===== config.mk =====
export PLATFORM = sky130hd
export DESIGN_NAME = htom_ctrl
export DESIGN_NICKNAME = d
export VERILOG_FILES = /design/src/sv/htom_pkg.sv /design/src/sv/htom_ctrl.sv
export SDC_FILE = /design/constraint.sdc
export NUM_CORES = 1
export LEC_CHECK = 0
export ABC_AREA = 1
export BUFFER_PORTS_ARGS = -buffer_cell sky130_fd_sc_hd__buf_4
export CORE_AREA = 2 2 40 42
export CTS_CLUSTER_DIAMETER = 50
export DETAILED_ROUTE_END_ITERATION = 7
export DIE_AREA = 0 0 42 44
export PLACE_DENSITY = 0.57
export SYNTH_ARGS = -nofsm -noshare
export SYNTH_HDL_FRONTEND = slang
export SYNTH_SLANG_ARGS = --single-unit

===== constraint.sdc =====
create_clock -name i_clk -period 1 [get_ports i_clk]
set_clock_uncertainty 0.05 [all_clocks]
set_input_delay 0 -clock i_clk [delete_from_list [all_inputs] [get_ports i_clk]]
set_output_delay 0 -clock i_clk [all_outputs]
set_load 0.03 [all_outputs]

===== src/sv/htom_pkg.sv =====
// Shared types and constants of the time-ordered heap merge unit.
// No dependencies; every other file of the unit but htom_ram refers to it by scoped names.
package htom_pkg;

    localparam int CHANNELS = 64;
    localparam int IDX_W    = $clog2(CHANNELS);
    localparam int CNT_W    = $clog2(CHANNELS + 1);
    localparam int TIME_W   = 64;
    localparam int MAXT_W   = 63;
    localparam int CHAN_W   = 6;
    localparam int TAG_W    = CHAN_W + 1;
    localparam int ENTRY_W  = TAG_W + TIME_W;

    // An exhausted channel sorts as the latest possible time.
    localparam logic [TIME_W-1:0] LATEST_TIME = {1'b0, {(TIME_W-1){1'b1}}};

    localparam logic OP_LOAD    = 1'b0;
    localparam logic OP_ADVANCE = 1'b1;

    // Tag layout: exhausted flag on top, channel number below it.
    typedef struct packed {
        logic              exh;
        logic [CHAN_W-1:0] chan;
        logic [TIME_W-1:0] evt_time;
    } t_entry;

    typedef enum logic [2:0] {
        ST_IDLE,
        ST_BSTART,
        ST_ELEM_RD,
        ST_SEED,
        ST_SIFT_RD,
        ST_SIFT_CMP,
        ST_REP_RD,
        ST_REPORT
    } t_state;

    typedef struct packed {
        logic load;
        logic start_adv;
        logic start_build;
        logic seed;
        logic seed_adv;
        logic rd_kids;
        logic rd_top;
        logic cmp;
        logic next_elem;
        logic report;
    } t_cmd;

    typedef struct packed {
        logic empty;
        logic sift_done;
        logic base_zero;
        logic out_free;
    } t_sts;

endpackage


===== src/sv/htom_ctrl.sv =====
// Sequencer of the heap merge unit: loads, heap build, sift-down and report.
// Depends on htom_pkg; drives the datapath htom_dp through t_cmd / t_sts.
module htom_ctrl (
    input  logic            i_clk,
    input  logic            i_rst_n,
    input  logic            i_in_valid,
    input  logic            i_in_opcode,
    input  logic            i_in_last,
    input  htom_pkg::t_sts  i_sts,
    output logic            o_in_ready,
    output htom_pkg::t_cmd  o_cmd
);

    htom_pkg::t_state r_state;
    htom_pkg::t_state n_state;
    logic             r_is_adv;
    logic             n_is_adv;
    logic             w_accept;

    assign w_accept = i_in_valid && (r_state == htom_pkg::ST_IDLE);

    always_ff @(posedge i_clk) begin
        if (!i_rst_n) begin
            r_state  <= htom_pkg::ST_IDLE;
            r_is_adv <= 1'b0;
        end else begin
            r_state  <= n_state;
            r_is_adv <= n_is_adv;
        end
    end

    always_comb begin
        n_state  = r_state;
        n_is_adv = r_is_adv;
        case (r_state)
            htom_pkg::ST_IDLE: begin
                if (w_accept) begin
                    n_is_adv = (i_in_opcode == htom_pkg::OP_ADVANCE);
                    if (i_in_opcode == htom_pkg::OP_LOAD) begin
                        // A final load always leaves at least one entry to build over.
                        if (i_in_last) begin
                            n_state = htom_pkg::ST_BSTART;
                        end
                    end else if (!i_sts.empty) begin
                        n_state = htom_pkg::ST_ELEM_RD;
                    end
                end
            end
            htom_pkg::ST_BSTART:   n_state = htom_pkg::ST_ELEM_RD;
            htom_pkg::ST_ELEM_RD:  n_state = htom_pkg::ST_SEED;
            htom_pkg::ST_SEED:     n_state = htom_pkg::ST_SIFT_RD;
            htom_pkg::ST_SIFT_RD:  n_state = htom_pkg::ST_SIFT_CMP;
            htom_pkg::ST_SIFT_CMP: begin
                if (!i_sts.sift_done) begin
                    n_state = htom_pkg::ST_SIFT_RD;
                end else if (!r_is_adv && !i_sts.base_zero) begin
                    n_state = htom_pkg::ST_ELEM_RD;
                end else begin
                    n_state = htom_pkg::ST_REP_RD;
                end
            end
            htom_pkg::ST_REP_RD:   n_state = htom_pkg::ST_REPORT;
            htom_pkg::ST_REPORT: begin
                if (i_sts.out_free) begin
                    n_state = htom_pkg::ST_IDLE;
                end
            end
            default:               n_state = htom_pkg::ST_IDLE;
        endcase
    end

    always_comb begin
        o_in_ready        = (r_state == htom_pkg::ST_IDLE);
        o_cmd             = '0;
        o_cmd.load        = w_accept && (i_in_opcode == htom_pkg::OP_LOAD);
        o_cmd.start_adv   = w_accept && (i_in_opcode == htom_pkg::OP_ADVANCE)
                            && !i_sts.empty;
        o_cmd.start_build = (r_state == htom_pkg::ST_BSTART);
        o_cmd.seed        = (r_state == htom_pkg::ST_SEED);
        o_cmd.seed_adv    = r_is_adv;
        o_cmd.rd_kids     = (r_state == htom_pkg::ST_SIFT_RD);
        o_cmd.rd_top      = r_state inside {htom_pkg::ST_REP_RD, htom_pkg::ST_REPORT};
        o_cmd.cmp         = (r_state == htom_pkg::ST_SIFT_CMP);
        o_cmd.next_elem   = (r_state == htom_pkg::ST_SIFT_CMP) && i_sts.sift_done
                            && !r_is_adv && !i_sts.base_zero;
        o_cmd.report      = (r_state == htom_pkg::ST_REPORT) && i_sts.out_free;
    end

endmodule


==> flow_summary.ini, run 1 <==
[run_status]
run_status = finished with violations
violations = negative setup slack

[sta]
finalHoldViolations = 0
setup_viol = 14
maxSlewViolCount = 0
finalCriticalPeriod_ps = 1260
finalWorstSetupSlack_ps = -261
slew_headroom_pct = 83.3
grt_setup_unrepaired = yes
period_share_pct = 126
max_freq_ghz = 0.793
worst_pin_slew_ps = 248

[global_routing]
grt_pass1_wl_um = 1870
grt_usage_pct = 13.6
overflow = 0
grt_pass1_vias = 448
grt_max_degree = 8
antenna_found_initial = 0

[synthesis]
yosys_warnings = 0
synth_top_area_share_pct = 24.6
synth-seq-area-share_pct = 24.6
synth_top_cell_by_area = dfxtp_1
ys_seq_elements = 4
avgSynthCellArea_um2 = 6.02
synthesis.area_um2 = 325
synthTopCellsByArea = dfxtp_1 25%, nand2_1 13%, nor2_1 12%
syn-num-nets = 63
syn-instance-count = 54
ys_types = 16

[finish]
final_nets = 103
fill_cells = 126
drive_gt1_share_pct = 74.2
diodes = 0
post-route-util_pct = 59.8
area_growth_pct = 161
fin_area_um2 = 848

[worst_setup_path]
max_stage_delay_ps = 360
cp_slowest_cell = dfxtp_4
worstSetupPathType = reg -> out
worstSetupStartpointType = flip-flop
cp-end-kind = primary output
crit_top_cell = nor2_4
cp.arrival_ps = 1210
crit_fanout = 5
crit_chain = inv_4 > nand2_4 > nor2_4 > nand3_2 > nor2_4 > buf_6
cp.required_ps = 950

[die]
die_h_um = 44
initial_core_util_pct = 22.9
die-area_um2 = 1850
core_um2 = 1420
die_w_um = 42
ios = 20
rows = 14

[clock_tree]
cts_sinks = 4
cts.reportedPaths.clkPinSlew_ps = 30
cts-htree-levels = 1
clock_latency_ps = 240
numCtsBuffers = 3
tritoncts = yes
ctsRootBufferMaster = clkbuf_4
clk_path_buf_depth = 2

[pwr]
power.density_nw_per_um2 = 1130
vdd_drop_max_mv = 0.560
p_leak_nw = 0.401

[placement]
gp_congestion = 0.732
io_buffers = 19
placed_cell_area_um2 = 562
dpl_worst_slack_ps = -78.7
place_hpwl_um = 722

[route]
drt-total-wl_um = 1100
wl_per_cell_um = 10.1
drc = 0
viasPerCell = 4.37
ant_nets = 0
dr.pass1.iters = 4
vias = 476
drtIter0Drc = 3

[flow_run]
maxCapViolCount = 0

[hold_path]
hold_class = in -> reg
## kinds of logic after synthesis
family / after synthesis / synth area share (%)
flip-flops: 4 / 24.6
AO/OA/AOI/OAI: 9 / 15.0
AND/OR/NAND/NOR: 30 / 44.2
buffers and inverters: 11 / 16.2
## report_power, final
group	internal, mW	total (mW)	switching, mW
Clock	0.150	0.214	0.0649
Sequential	0.178	0.204	0.0260
Combinational	0.277	0.544	0.267
Total	0.605	0.963	0.358
## what timing repair did
item | 4_1_cts | 5_1_grt
setup endpoints to repair | 14 | 14
endpoints found under the hold margin | 3 | 0
resized for setup | 37 | 9
hold buffers | 2 | 0
pin swaps | 14 | 15
buffers inserted | 7 | 6
## cell type report
class | count | area, um2 | share of cell area [%]
clock buffers | 4 | 26.3 | 3.10
inverters | 9 | 43.8 | 5.16
multi-input cells | 39 | 310 | 36.6
flip-flops and latches | 4 | 92.6 | 10.9
well taps | 16 | 20.0 | 2.36
repair buffers | 37 | 355 | 41.9
## flip-flops by register name (all words and copies together), names as in the netlist
signal and count:
r_is_adv 1, r_state 3
## worst paths after layout
| path | end | slack [ps] | from | cells past startpoint |
|---|---|---|---|---|
| max | o_cmd[8] | -260 | r_state[1] | 6 |
| max reg2reg | r_state[2] | -150 | r_state[0] | 6 |
| min reg2reg | r_is_adv | 570 | r_is_adv | 3 |
| min | r_is_adv | 40 | i_in_valid | 3 |
## cell usage after synthesis, drive strengths merged
cell type and instances:
nor2 11, nand3 4, a21oi 3, o21ai 6
buf 2, dfxtp 4, nor3 2, inv 9
nor4 1, nand2 12
## cells in the final DEF (no fill, tap or decap), types with 3 or more instances in the layout
cell,count
buf_4,18
buf_6,16
clkbuf_4,3
dfxtp_4,3
inv_1,3
inv_2,3
nand2_1,8
nand3_2,3
nor2_1,4
nor2_4,7
## metrics by stage
stage | setup TNS [ps] | power (mW) | hold WS (ps) | instances
after global routing | -2950 | 1.03 | 53.6 | 109
after global placement | -242 | 0.537 | 198 | 91
after detailed placement | -277 | 0.539 | 201 | 91
after floorplan | -1130 | 0.421 | -13.6 | 54
final | -2160 | 0.963 | 37.6 | 109
after CTS | -1800 | 0.893 | 42.5 | 104
## routing by layer
layer  up-vias  GRT usage [%]  routed length [um]
met2        12           21.9                 584
met4         0           11.6                   9
met1       213           16.3                 461
met5         -              0                   0
met3         2           1.25                  46
li1        249              -                   -
## critical path, delay by kind of cell, from the launching register on
kind	cells	cell delay [ps]
AND/OR/NAND/NOR	4	430
flip-flops	1	360
buffers and inverters	2	190
Note: power is estimated with default switching activity, not from simulation.
==> run 2, diff against run 1 <==
--- a/config.mk
+++ b/config.mk
@@ -7,11 +7,12 @@
 export LEC_CHECK = 0
 export ABC_AREA = 1
 export BUFFER_PORTS_ARGS = -buffer_cell sky130_fd_sc_hd__buf_4
-export CORE_AREA = 2 2 40 42
+export CORE_AREA = 2 2 39 41
 export CTS_CLUSTER_DIAMETER = 50
 export DETAILED_ROUTE_END_ITERATION = 7
-export DIE_AREA = 0 0 42 44
-export PLACE_DENSITY = 0.57
+export DIE_AREA = 0 0 41 43
+export HOLD_SLACK_MARGIN = 0.12
+export PLACE_DENSITY = 0.59
 export SYNTH_ARGS = -nofsm -noshare
 export SYNTH_HDL_FRONTEND = slang
 export SYNTH_SLANG_ARGS = --single-unit
==> flow_summary.ini, run 2 (same netlist as run 1, synthesis figures left out) <==
[run_status]
run_status = finished with violations
violations = negative setup slack

[hold_path]
worstHoldEndpoint = r_state[2]
hold_class = in -> reg
min_from = i_sts[2]
min_path_cells = 4

[clock_tree]
numCtsBuffers = 3
ctsRootBufferMaster = clkbuf_4
cts.reportedPaths.clkPinSlew_ps = 40
clk_path_buf_depth = 2
tritoncts = yes
cts-htree-levels = 1
clock_latency_ps = 240
cts_sinks = 4
cts_hold_buf = 4

[worst_setup_path]
cp-end-kind = primary output
r2r_cells = 7
crit_buf_inv = 2
crit_chain = inv_4 > nand2_4 > nor2_4 > nand3_2 > nor2_4 > buf_6
r2r_end = r_is_adv
critPathTopFamily = simple AND/OR/NAND/NOR gates
crit_fanout = 7
r2r_start = r_state[1]
cp_slowest_cell = dfxtp_4
worstSetupPathType = reg -> out
crit_top_cell = nor2_4
worstSetupStartpointType = flip-flop
max_stage_delay_ps = 360
cp.arrival_ps = 1190
critical_path_depth = 6
rrSetupSlack_ps = -120
cp.required_ps = 950

[pwr]
vdd_drop_max_mv = 0.630
p_leak_nw = 0.358
power.density_nw_per_um2 = 1190
total_power_mw = 0.875

[sta]
slew_headroom_pct = 86.6
setup_viol = 14
finalWorstSetupSlack_ps = -238
worst_pin_slew_ps = 199
max_freq_ghz = 0.808
holdWs_ps = 84.2
grt_setup_unrepaired = yes
period_share_pct = 124
maxSlewViolCount = 0
finalCriticalPeriod_ps = 1240
finalHoldViolations = 0

[route]
vias = 468
drt-total-wl_um = 1040
viasPerCell = 4.42
dr.pass1.iters = 4
wl_per_cell_um = 9.80
ant_nets = 0
drc = 0
drtIter0Drc = 4

[finish]
mostFrequentLayoutCells = 20 x buf_4, 9 x nand2_1, 9 x buf_6, 6 x nor2_1, 5 x inv_1
area_growth_pct = 127
drive_gt1_share_pct = 58.9
final_common_cell = buf_4
largest_reg_flops = 3
largestRegisters = r_state: 3 flops, r_is_adv: 1 flops
diodes = 0
top_register = r_state
final_nets = 100

[die]
initial_core_util_pct = 23.5
rows = 14
die_h_um = 43
core_um2 = 1380
die_w_um = 41
ios = 20
die-area_um2 = 1760

[global_routing]
antenna_found_initial = 0
grt_pass1_wl_um = 1640
grt_usage_pct = 13.5
grt_max_degree = 8
grt_pass1_vias = 452
overflow = 0

[placement]
place_hpwl_um = 725
gp_congestion = 0.729
io_buffers = 19

[flow_run]
maxCapViolCount = 0
==> run 2: cell types whose count changed in the layout (fill, tap and decap cells not counted), sizes merged <==
cell         before  now
buf              35   30
dlygate4sd3       2    4
==> run 2: how the worst max path moves through the flow <==
stage | startpoint | to | slack, ps
6_report | r_state[1] | o_cmd[8] | -240
5_1_grt | r_state[0] | o_cmd[8] | -310
4_1_cts | r_state[0] | o_cmd[1] | -240
3_5_place_dp | r_state[1] | o_cmd[8] | -90
3_3_place_gp | r_state[1] | o_cmd[8] | -70
2_1_floorplan | r_state[1] | o_cmd[8] | -220
==> run 2: worst reg2reg max path, cell delays in order, from the launching register on <==
cell     delay, ps
dfxtp_4        360
inv_4           60
nand2_4         50
nor2_4         130
nand2_2        100
buf_4          140
nand2_1         40
a21oi_1         60
==> run 2: routing by layer <==
| metal | global-route usage [%] | vias to the layer above | part of all wire (%) |
|---|---|---|---|
| li1 | - | 244 | - |
| met1 | 14.1 | 202 | 37 |
| met2 | 24.4 | 20 | 55 |
| met3 | 3.14 | 2 | 5.9 |
| met4 | 4.00 | 0 | 2.0 |
| met5 | 0 | - | 0 |
==> run 2: metrics by stage <==
step | instance area [um2] | cells | setup WS (ps) | util [%] | setup TNS [ps]
after CTS | 707 | 105 | -243 | 51.1 | -1620
after global placement | 577 | 93 | -66.2 | 41.7 | -208
after floorplan | 375 | 54 | -215 | - | -1130
final | 738 | 106 | -238 | 53.3 | -1660
after detailed placement | 577 | 93 | -89.8 | 41.7 | -289
after global routing | 738 | 106 | -307 | 53.3 | -2470
==> run 2: area by class of cell <==
cell class                      instances  area, um2
Sequential cell                         4       88.8
Multi-Input combinational cell         39        248
Fill cell                             144        646
Tap cell                               16       20.0
Timing Repair Buffer                   34        312
Inverter                                9       43.8
Clock buffer                            4       26.3
==> run 2: what timing repair did <==
item / 4_1_cts / 5_1_grt
gates resized for setup: 11 / 7
hold endpoints to repair: 4 / 1
pin swaps: 5 / 3
endpoints found under the setup margin: 14 / 14
buffers inserted: 4 / 1
==> run 2: report_power, final <==
group	internal [mW]	total [mW]	switching [mW]
sequential	0.178	0.204	0.0269
clock	0.150	0.221	0.0713
combinational	0.224	0.450	0.226
==> run 3, diff against run 2 <==
--- a/config.mk
+++ b/config.mk
@@ -12,7 +12,7 @@
 export DETAILED_ROUTE_END_ITERATION = 7
 export DIE_AREA = 0 0 41 43
 export HOLD_SLACK_MARGIN = 0.12
-export PLACE_DENSITY = 0.59
+export PLACE_DENSITY = 0.55
 export SYNTH_ARGS = -nofsm -noshare
 export SYNTH_HDL_FRONTEND = slang
 export SYNTH_SLANG_ARGS = --single-unit
==> flow_summary.ini, run 3 (same netlist as run 1, synthesis figures left out) <==
[finish]
drive_gt1_share_pct = 64.8
final_nets = 101
area_growth_pct = 145
largest_reg_flops = 3
post-route-util_pct = 57.5
diodes = 0
largestRegisters = r_state: 3 flops, r_is_adv: 1 flops
mostFrequentLayoutCells = 18 x buf_4, 12 x buf_6, 9 x nand2_1
top_register = r_state
fin_area_um2 = 796
final_common_cell = buf_4

[pwr]
pwr-share-comb_pct = 56.2
p_leak_nw = 0.368
vdd_drop_max_mv = 0.632
power.density_nw_per_um2 = 1200
pwr-share-seq_pct = 21.1
clkPwrFrac_pct = 22.7
switchingPower_mw = 0.361
p_sw_share_pct = 37.7
total_power_mw = 0.958
intPower_mw = 0.597

[worst_setup_path]
cp-startpoint = r_state[1]
crit_fanout = 5
cp.required_ps = 950
r2r_start = r_state[0]
rrSetupSlack_ps = -100
worstSetupStartpointType = flip-flop
r2r_end = r_state[0]
r2r_cells = 7
cp-end-kind = primary output
worstSetupPathType = reg -> out
worstSetupEndpoint = o_cmd[8]
cp.arrival_ps = 1180

[die]
core_um2 = 1380
die_h_um = 43
die_w_um = 41
die-area_um2 = 1760
ios = 20
rows = 14
initial_core_util_pct = 23.5

[route]
drc = 0
ant_nets = 0
dr.pass1.iters = 3
drtIter0Drc = 5
viasPerCell = 4.48
vias = 479
drt-total-wl_um = 1090
wl_per_cell_um = 10.2

[sta]
slew_headroom_pct = 86.4
finalHoldViolations = 0
max_freq_ghz = 0.810
setup_viol = 14
finalWorstSetupSlack_ps = -235
maxSlewViolCount = 0
worst_pin_slew_ps = 203
period_share_pct = 123
finalCriticalPeriod_ps = 1230
grt_setup_unrepaired = yes

[global_routing]
grt.busiest_layer = met2
use_met3_pct = 2.62
antenna_found_initial = 0
grt_use_met1_pct = 16.7
use_met2_pct = 20.3
grt_pass1_wl_um = 1700
grt_max_degree = 8
grt_pass1_vias = 444
grt_usage_pct = 14.1
overflow = 0

[clock_tree]
cts_hold_buf = 4
ctsRootBufferMaster = clkbuf_4
clock_latency_ps = 240
tritoncts = yes
numCtsBuffers = 3
clk_path_buf_depth = 2
cts.reportedPaths.clkPinSlew_ps = 40
cts-htree-levels = 1
cts_sinks = 4

[placement]
gp_congestion = 0.737
place_hpwl_um = 692
placed_cell_area_um2 = 562
io_buffers = 19

[flow_run]
maxCapViolCount = 0

[run_status]
run_status = finished with violations
violations = negative setup slack

[hold_path]
hold_class = in -> reg
## run 3: changes by cell type in the layout (fill, tap and decap cells not counted), moves of 2 or more
cell     change
buf_6        +3
buf_4        -2
nand3_1      -2
nor2_4       +2
o21ai_0      -2
o21ai_2      +2
## run 3: power by group through the flow
stage                     registers, mW  clock network (mW)  logic [mW]
after floorplan                   0.195                   0       0.227
after global placement            0.203                   0       0.334
after detailed placement          0.204                   0       0.336
after CTS                         0.201               0.232       0.460
after global routing              0.205               0.235       0.571
final                             0.202               0.218       0.538
## run 3: cell type report
class	count	area [um2]
timing repair buffer	35	330
multi-input combinational	39	284
inverter	9	43.8
clock buffer	4	26.3
tap	16	20.0
fill	129	588
sequential	4	91.3
## run 3: layer usage
metal,share of wire (%),wire (um)
met5,0,0
met4,1.0,11
met3,4.8,52
met2,53,580
met1,41,448
## run 3: what timing repair did
| action | in CTS | in global routing |
|---|---|---|
| endpoints found under the hold margin | 4 | 2 |
| pin swaps | 7 | 3 |
| endpoints found under the setup margin | 14 | 14 |
| buffers inserted | 5 | 3 |
| gates resized for setup | 25 | 7 |
## run 3: worst max-delay path: stages, from the launching register on
cell and delay, ps:
dfxtp_4 360, inv_4 60, nand2_4 50, nor2_4 130, nand3_2 120, nor2_4 100, buf_6 130
## run 3: how the worst min path moves through the flow
stage / start / end / slack (ps) / cells past startpoint
floorplan: i_sts[3] / o_cmd[8] / -10 / 1
global placement: i_rst_n / r_state[1] / 200 / 3
detailed placement: i_rst_n / r_state[1] / 200 / 3
CTS: i_in_opcode / r_is_adv / 70 / 3
global route: i_in_opcode / r_is_adv / 90 / 3
finish: i_sts[2] / r_state[2] / 70 / 4
## run 3: through the flow
step           setup TNS, ps  std cells  worst slack (ps)  hold WS (ps)
2_1_floorplan          -1130         54              -215         -13.6
3_3_place_gp            -247         91             -66.3           198
3_5_place_dp            -306         91             -85.2           202
4_1_cts                -1730        104              -251          67.3
5_1_grt                -2590        107              -289          87.9
6_report               -1920        107              -235          71.4
